===== config.mk =====
export PLATFORM = sky130hd
export DESIGN_NAME = shape_pair_collision_test_core
export DESIGN_NICKNAME = d
export VERILOG_FILES = /design/src/hw/rtl/spct_pkg.sv /design/src/hw/rtl/shape_pair_collision_test_core.sv
export SDC_FILE = /design/constraint.sdc
export NUM_CORES = 2
export LEC_CHECK = 0
export BUFFER_PORTS_ARGS = -buffer_cell sky130_fd_sc_hd__buf_2
export CAP_MARGIN = 25
export CORE_MARGIN = 2
export CORE_UTILIZATION = 60
export DETAILED_ROUTE_END_ITERATION = 12
export PLACE_DENSITY_LB_ADDON = 0.12
export SETUP_SLACK_MARGIN = 0.1
export SLEW_MARGIN = 25
export SYNTH_ARGS = -nofsm -noshare
export SYNTH_HDL_FRONTEND = slang
export SYNTH_SLANG_ARGS = --single-unit

===== constraint.sdc =====
create_clock -name i_clk -period 17.1 [get_ports i_clk]
set_input_delay 1.71 -clock i_clk [delete_from_list [all_inputs] [get_ports i_clk]]
set_output_delay 1.71 -clock i_clk [all_outputs]
set_load 0.02 [all_outputs]

===== src/hw/rtl/spct_pkg.sv =====
// Package with widths, the pair mode code and the pipeline stage types of the collision test.
package spct_pkg;

    // Field widths of one shape.
    localparam int COORD_W = 24;
    localparam int SIZE_W  = 23;

    // Internal widths, all in doubled units.
    localparam int MAG_W = COORD_W + 1;   // |2 * (center_a - center_b)|
    localparam int EXT_W = SIZE_W + 1;    // sum of two sizes
    localparam int RAD_W = SIZE_W + 2;    // doubled radius or doubled radius sum
    localparam int SQ_W  = 2 * MAG_W;     // square of a gap or of a radius
    localparam int SUM_W = SQ_W + 1;      // sum of two squares

    // Which pair of shape kinds the request holds.
    typedef enum logic [1:0] {
        MODE_CC,    // circle and circle
        MODE_RR,    // rectangle and rectangle
        MODE_CR     // circle and rectangle, either order
    } t_mode;

    // One shape as it arrives.
    typedef struct packed {
        logic                      rect;
        logic signed [COORD_W-1:0] cx;
        logic signed [COORD_W-1:0] cy;
        logic        [SIZE_W-1:0]  major;
        logic        [SIZE_W-1:0]  minor;
    } t_shape;

    // Center distances and the extents they are tested against.
    typedef struct packed {
        t_mode            mode;
        logic [MAG_W-1:0] mag_x;
        logic [MAG_W-1:0] mag_y;
        logic [EXT_W-1:0] ext_x;
        logic [EXT_W-1:0] ext_y;
        logic [RAD_W-1:0] rad;
    } t_s2;

    // Gaps to be squared, plus the finished rectangle pair answer.
    typedef struct packed {
        t_mode            mode;
        logic [MAG_W-1:0] gap_x;
        logic [MAG_W-1:0] gap_y;
        logic [RAD_W-1:0] rad;
        logic             rr_hit;
    } t_s3;

    // Squares ready for the final sum and compare.
    typedef struct packed {
        t_mode           mode;
        logic [SQ_W-1:0] sq_x;
        logic [SQ_W-1:0] sq_y;
        logic [SQ_W-1:0] sq_r;
        logic            rr_hit;
    } t_s4;

endpackage


===== src/hw/rtl/shape_pair_collision_test_core.sv =====
// Overlap test for a pair of 2D shapes, each a circle or an axis-aligned rectangle.
// A request's result reaches o_valid through the input, difference, gap, square and compare registers.
// Throughput: one request per cycle; the difference, gap, square and compare stages each
// hold one request and all move together whenever the result register can take a new value.
// Reset: i_rst_n is synchronous and active low; it clears every stage valid bit and o_valid.
// The datapath registers are not reset.
module shape_pair_collision_test_core (
    input  logic                               i_clk,
    input  logic                               i_rst_n,
    input  logic                               i_valid,
    output logic                               o_ready,
    input  logic                               i_a_kind,
    input  logic signed [spct_pkg::COORD_W-1:0] i_a_center_x,
    input  logic signed [spct_pkg::COORD_W-1:0] i_a_center_y,
    input  logic        [spct_pkg::SIZE_W-1:0]  i_a_size_major,
    input  logic        [spct_pkg::SIZE_W-1:0]  i_a_size_minor,
    input  logic                               i_b_kind,
    input  logic signed [spct_pkg::COORD_W-1:0] i_b_center_x,
    input  logic signed [spct_pkg::COORD_W-1:0] i_b_center_y,
    input  logic        [spct_pkg::SIZE_W-1:0]  i_b_size_major,
    input  logic        [spct_pkg::SIZE_W-1:0]  i_b_size_minor,
    output logic                               o_valid,
    input  logic                               i_ready,
    output logic                               o_overlap
);
    import spct_pkg::*;

    logic   w_adv;
    logic   r_s1_valid, r_s2_valid, r_s3_valid, r_s4_valid;
    t_shape r_s1_a, r_s1_b;
    t_s2    r_s2, n_s2;
    t_s3    r_s3, n_s3;
    t_s4    r_s4, n_s4;
    logic   r_overlap, n_overlap;

    logic signed [MAG_W-1:0] w_dx, w_dy, w_ax, w_ay;
    t_shape                  w_circ, w_rect;
    logic [EXT_W-1:0]        w_rsum;
    logic [SUM_W-1:0]        w_dist;

    // The whole pipeline moves unless a finished result is held by the consumer.
    assign w_adv   = !o_valid || i_ready;
    assign o_ready = w_adv;

    // Stage valid bits.
    always_ff @(posedge i_clk) begin
        if (!i_rst_n) begin
            r_s1_valid <= 1'b0;
            r_s2_valid <= 1'b0;
            r_s3_valid <= 1'b0;
            r_s4_valid <= 1'b0;
            o_valid    <= 1'b0;
        end else if (w_adv) begin
            r_s1_valid <= i_valid;
            r_s2_valid <= r_s1_valid;
            r_s3_valid <= r_s2_valid;
            r_s4_valid <= r_s3_valid;
            o_valid    <= r_s4_valid;
        end
    end

    // Datapath registers.
    always_ff @(posedge i_clk) begin
        if (w_adv) begin
            r_s1_a    <= '{i_a_kind, i_a_center_x, i_a_center_y, i_a_size_major,
                           i_a_size_minor};
            r_s1_b    <= '{i_b_kind, i_b_center_x, i_b_center_y, i_b_size_major,
                           i_b_size_minor};
            r_s2      <= n_s2;
            r_s3      <= n_s3;
            r_s4      <= n_s4;
            r_overlap <= n_overlap;
        end
    end

    // Stage two: pair mode, doubled center distances, extents and radius.
    always_comb begin
        w_dx   = MAG_W'(r_s1_a.cx) - MAG_W'(r_s1_b.cx);
        w_dy   = MAG_W'(r_s1_a.cy) - MAG_W'(r_s1_b.cy);
        w_ax   = w_dx[MAG_W-1] ? -w_dx : w_dx;
        w_ay   = w_dy[MAG_W-1] ? -w_dy : w_dy;
        w_circ = r_s1_a.rect ? r_s1_b : r_s1_a;
        w_rect = r_s1_a.rect ? r_s1_a : r_s1_b;
        w_rsum = {1'b0, r_s1_a.major} + {1'b0, r_s1_b.major};

        n_s2.mag_x = {w_ax[MAG_W-2:0], 1'b0};
        n_s2.mag_y = {w_ay[MAG_W-2:0], 1'b0};
        case ({r_s1_a.rect, r_s1_b.rect})
            2'b00: begin
                n_s2.mode  = MODE_CC;
                n_s2.ext_x = '0;
                n_s2.ext_y = '0;
                n_s2.rad   = {w_rsum, 1'b0};
            end
            2'b11: begin
                n_s2.mode  = MODE_RR;
                n_s2.ext_x = w_rsum;
                n_s2.ext_y = {1'b0, r_s1_a.minor} + {1'b0, r_s1_b.minor};
                n_s2.rad   = '0;
            end
            default: begin
                n_s2.mode  = MODE_CR;
                n_s2.ext_x = {1'b0, w_rect.major};
                n_s2.ext_y = {1'b0, w_rect.minor};
                n_s2.rad   = {1'b0, w_circ.major, 1'b0};
            end
        endcase
    end

    // Stage three: circle-to-rectangle gaps (other pairs pass the distances on), and the rectangle test.
    always_comb begin
        n_s3.mode   = r_s2.mode;
        n_s3.rad    = r_s2.rad;
        n_s3.rr_hit = (r_s2.mag_x < MAG_W'(r_s2.ext_x)) && (r_s2.mag_y < MAG_W'(r_s2.ext_y));
        case (r_s2.mode)
            MODE_CR: begin
                n_s3.gap_x = (r_s2.mag_x > MAG_W'(r_s2.ext_x)) ?
                             r_s2.mag_x - MAG_W'(r_s2.ext_x) : '0;
                n_s3.gap_y = (r_s2.mag_y > MAG_W'(r_s2.ext_y)) ?
                             r_s2.mag_y - MAG_W'(r_s2.ext_y) : '0;
            end
            default: begin
                n_s3.gap_x = r_s2.mag_x;
                n_s3.gap_y = r_s2.mag_y;
            end
        endcase
    end

    // Stage four: squares of the gaps and of the radius.
    always_comb begin
        n_s4.mode   = r_s3.mode;
        n_s4.rr_hit = r_s3.rr_hit;
        n_s4.sq_x   = SQ_W'(r_s3.gap_x) * SQ_W'(r_s3.gap_x);
        n_s4.sq_y   = SQ_W'(r_s3.gap_y) * SQ_W'(r_s3.gap_y);
        n_s4.sq_r   = SQ_W'(r_s3.rad) * SQ_W'(r_s3.rad);
    end

    // Final stage: squared distance strictly below squared radius, or the rectangle test for a rectangle pair.
    always_comb begin
        w_dist = SUM_W'(r_s4.sq_x) + SUM_W'(r_s4.sq_y);
        case (r_s4.mode)
            MODE_RR: n_overlap = r_s4.rr_hit;
            default: n_overlap = w_dist < SUM_W'(r_s4.sq_r);
        endcase
    end

    assign o_overlap = r_overlap;

`ifndef SYNTHESIS
    // An accepted request enters the first stage.
    a_accept_enters: assert property (@(posedge i_clk) disable iff (!i_rst_n)
        (i_valid && o_ready) |=> r_s1_valid)
        else $error("accepted request did not enter the pipeline");

    // A stall freezes every stage valid bit.
    a_stall_holds: assert property (@(posedge i_clk) disable iff (!i_rst_n)
        !w_adv |=> ($stable(r_s1_valid) && $stable(r_s2_valid) && $stable(r_s3_valid)
                    && $stable(r_s4_valid)))
        else $error("pipeline moved during a stall");

    // A new result only comes from the last stage.
    a_result_source: assert property (@(posedge i_clk) disable iff (!i_rst_n)
        $rose(o_valid) |-> $past(r_s4_valid))
        else $error("result appeared without a request in the last stage");

    // In a circle and rectangle pair the gap never exceeds the center distance.
    a_gap_bound: assert property (@(posedge i_clk) disable iff (!i_rst_n)
        (r_s2_valid && r_s2.mode == MODE_CR) |-> (n_s3.gap_x <= r_s2.mag_x
                                                   && n_s3.gap_y <= r_s2.mag_y))
        else $error("gap larger than center distance");
`endif

endmodule

**Yosys cells after proc, flatten, opt, wreduce, memory -nomap -nowiden**

Cells that the tools add are included.

- Output and inout port bits: 3
- Input port bits: 194
- Register bits: 550
- Logic and storage cells: 70

- Magnitude comparators: 5
- Reductions and logical operators: 6
- Multipliers: 3
- Equal/unequal tests: 3
- $add $sub $neg: 9
- Mux-type cells: 10

Operators with widths:

| cell | number |
|---|---|
| $mul A25 B25 Y50 | 3 |
| $pmux W73 S2 | 1 |
| $mux W46 | 2 |
| $add A50 B50 Y51 | 1 |
| $lt A51 B50 Y1 | 1 |
| $gt A25 B24 Y1 | 2 |
| $lt A25 B24 Y1 | 2 |
| $mux W25 | 2 |
| $mux W50 | 1 |
| $sub A24 B24 Y25 | 2 |
| $sub A25 B24 Y25 | 2 |
| $add A23 B23 Y24 | 2 |
| $mux W24 | 2 |
| $neg A24 Y24 | 2 |
| $eq A2 B2 Y1 const B | 2 |
| $pmux W2 S2 | 1 |
| $reduce_and A2 Y1 | 2 |
| $eq A2 B1 Y1 const B | 1 |
| $logic_not A2 Y1 | 1 |
| $logic_and A1 B1 Y1 | 1 |
| $logic_not A1 Y1 | 1 |
| $logic_or A1 B1 Y1 | 1 |
| $mux W1 | 1 |

**Longest topological paths before layout**

- Depth after elaboration: 3
- Mapped depth: 30
- Depth with buffers taken out: 28

**Worst setup path after synthesis**

OpenSTA, ideal clock, no wires.

- Path type: input to register
- Start: in i_ready
- End: reg o_valid
- Library setup time: 0.780 ns
- Slack: -1.494 ns
- Buffers on the path: 1
- Data required time: 16.320 ns
- Cell stages on the path: 3
- Arrival: 17.814 ns
- Cell sequence: nand2b_1 -> clkbuf_1 -> a21boi_0

- Word-level cells in the longest chain between the ends: 1

RTL lines:

| what | line | text |
|---|---|---|
| start, declared | shape_pair_collision_test_core.sv:23 | `input logic i_ready,` |
| $logic_or A1 B1 Y1 | shape_pair_collision_test_core.sv:42 | `assign w_adv = !o_valid \|\| i_ready;` |
| via o_ready | shape_pair_collision_test_core.sv:11 | `output logic o_ready,` |
| end signal, assigned | shape_pair_collision_test_core.sv:58 | `o_valid <= r_s4_valid;` |
| end, declared | shape_pair_collision_test_core.sv:22 | `output logic o_valid,` |

The timed path passes the listed nets, and every way through them passes these cells.
A chain may end at the register's enable or synchronous reset.

==> run metrics <==
Placer Congestion=0.944; H-tree depth=2; # Post-CTS Setup Buffers=0; synth warn=0; Yosys reg bits=541; Cell Count, Final, Fillers Out=10200; Gates resized, CTS repair=0; kind of critical path=register to register; Yosys top cell by area=fa_1; Post-synth top flop=edfxtp_1; TNS Setup=0 ns; Root Buffer=clkbuf_16; Setup-failing EPs final=0; Rel. slew slack=26.0%; Initial Utilization=60.4%; DRT iter0 DRCs=3129; Rows=135; r2r startpoint=r_s3[30]; ratio of cells with drive above 1 in the final layout=5.93%; worst-margin pin slew=1.10 ns; Critical Path AT=9.40 ns; DRC=0; Critical Path Max Stage Delay=1.07 ns; # fillers=11100; top-area cell type share of the netlist area=33.3%; library cells used by synthesis=85; CTS tree=yes; # IOs=197; Worst R2R Setup Slack=8.25 ns; Avg Inst Size Synth=9.92 um2; CTS sink count=541; Worst R2R End=r_s4[97]; pin count of the biggest net entering global routing=169; sequential share of the synthesized area=19.8%; status=finished clean; CP top delay family=adder cells; Worst Clk Skew=0.0472 ns; DR vias=55700; Req. time, crit path=17.65 ns; period utilization=51.8%; overall routing resource usage=27.8%; Fmax achieved=113 MHz; CP most frequent cell=fa_1; initial antenna violation count=7; area of the die=139000 um2; Core ar.=135000 um2; Die X=373 um; Post-synth EDFFs=536; post-DP HPWL=153000 um; Max stage delay cell, worst path=edfxtp_1; first-pass GRT wire length=309000 um; Critical Path Sink Type=register; Reg clk slew, reported paths=0.06 ns; GRT overflow=0; critical path depth=24; CP startpoint kind=register; Async SR Flop Fraction=0%; maxcap violations=0; Final Max Tran Viols=0; Hold Buf Count CTS=0; CP Buf/Inv Count=5; most common cell in the synthesized netlist=inv_1; RSZ-0062 raised after global routing=no; fin nets=10700; Critical Path Sink=r_s4[97]; largest cells by area after synthesis=fa_1 (33%), edfxtp_1 (20%), ha_1 (12%); mean routed wirelength per cell=18.3 um; minimum clock period=8.85 ns; CTS buffer count=60; Clock Tree Buf Depth=3; R2R depth=24; syn nets=10600; worst-path maximum fanout=24; area grow syn2layout=6.34%; synth cell count leaders=inv_1 (2141), fa_1 (1361), ha_1 (809), nand2_1 (629), edfxtp_1 (536); port bufs=196; cell area after synthesis=81800 um2; WL final=186000 um; drt pass-1 iters=6; Worst setup startpoint=r_s3[30]; Hold Path Class=register to register; vias in the first global route=59800; Final Hold Viols=0; Via density=5.47; latest clock arrival within the worst-skew pair=0.68 ns; Cell Count Post-Placement=10100; worst-path cell chain=inv_1, nor2_1, fa_1, fa_1, inv_1, fa_1, inv_1, fa_1, ha_1, fa_1, inv_1, fa_1, inv_1, ha_1, a21oi_1, a21boi_0, a2111oi_1, nor4b_1, o31ai_1, a21oi_1, o21bai_1, a21oi_1, or4b_2, nand3_1; Die H=373 um; HP Start=n_s3[22]; Final ANT Viol Nets=0; Cells after Synth=8247
==> metrics by stage <==
step           utilization (%)  area (um2)  hold slack (ns)  worst slack [ns]
2_1_floorplan                -       81800            0.400              6.80
3_3_place_gp              62.6       84800            0.401              8.59
3_5_place_dp              62.6       84900            0.405              8.44
4_1_cts                   64.2       87000            0.418              8.44
5_1_grt                   64.3       87000            0.428              7.86
6_report                  64.3       87000            0.415              8.25
==> cells in the final DEF (no fill, tap or decap), types with 25 or more instances in the layout <==
cell type and count:
a211oi_1 25, a21o_1 193, a21oi_1 303, a22o_1 75
a31oi_1 30, and2_1 378, and3_1 26, buf_2 196
buf_4 74, clkbuf_16 60, edfxtp_1 536, fa_1 1361
ha_1 808, inv_1 2141, mux2_2 73, nand2_1 629
nand2b_1 41, nand3_1 74, nand4_1 41, nor2_1 213
nor2b_1 61, nor3_1 57, o21a_1 35, o21ai_0 202
o21bai_1 56, xnor2_1 233, xor2_1 131
==> cells by family after synthesis <==
logic type / Yosys count / synth area share, %
mux: 83 / 1.13
buf+inv: 2371 / 10.9
xor+xnor: 364 / 3.90
compound gates: 1108 / 8.98
fa+ha+maj: 2170 / 45.7
simple gates: 1610 / 9.68
flops: 541 / 19.8
==> layout make-up <==
| cell class | instances | area (um2) | share of cell area (%) |
|---|---|---|---|
| Multi-Input combinational cell | 5335 | 56800 | 65.2 |
| Tap cell | 1781 | 2230 | 2.56 |
| Clock inverter | 48 | 582 | 0.668 |
| Sequential cell | 541 | 16200 | 18.6 |
| Clock buffer | 66 | 1520 | 1.75 |
| Timing Repair Buffer | 279 | 1700 | 1.96 |
| Antenna cell | 2 | 5.00 | 0.00575 |
| Inverter | 2141 | 8040 | 9.23 |
==> registers in the layout, summed over array words and instances, names as in the netlist, 3 cells and up <==
register and count:
r_s1_b 95, n_s4 3, n_s3 26, r_s2 96, r_s3 74, r_s4 146, r_s1_a 95
==> worst min-delay path by stage <==
stage	slack, ns	cells past startpoint	endpoint
after floorplan	0.40	0	r_s3[10]
final	0.42	0	r_s3[22]
after CTS	0.42	0	r_s3[22]
after detailed placement	0.40	0	r_s3[14]
after global routing	0.43	0	r_s3[17]
after global placement	0.40	0	r_s3[22]
==> metal layers <==
layer	global-route usage [%]	vias to the layer above	wire, um
met4	11.3	8	8990
met3	4.01	304	10500
met5	0	-	47
li1	-	26100	-
met1	35.9	27800	76300
met2	47.2	1428	90400
Power is not shown: default switching activity piles up to over one toggle a cycle in this logic, so the estimate is an artifact.
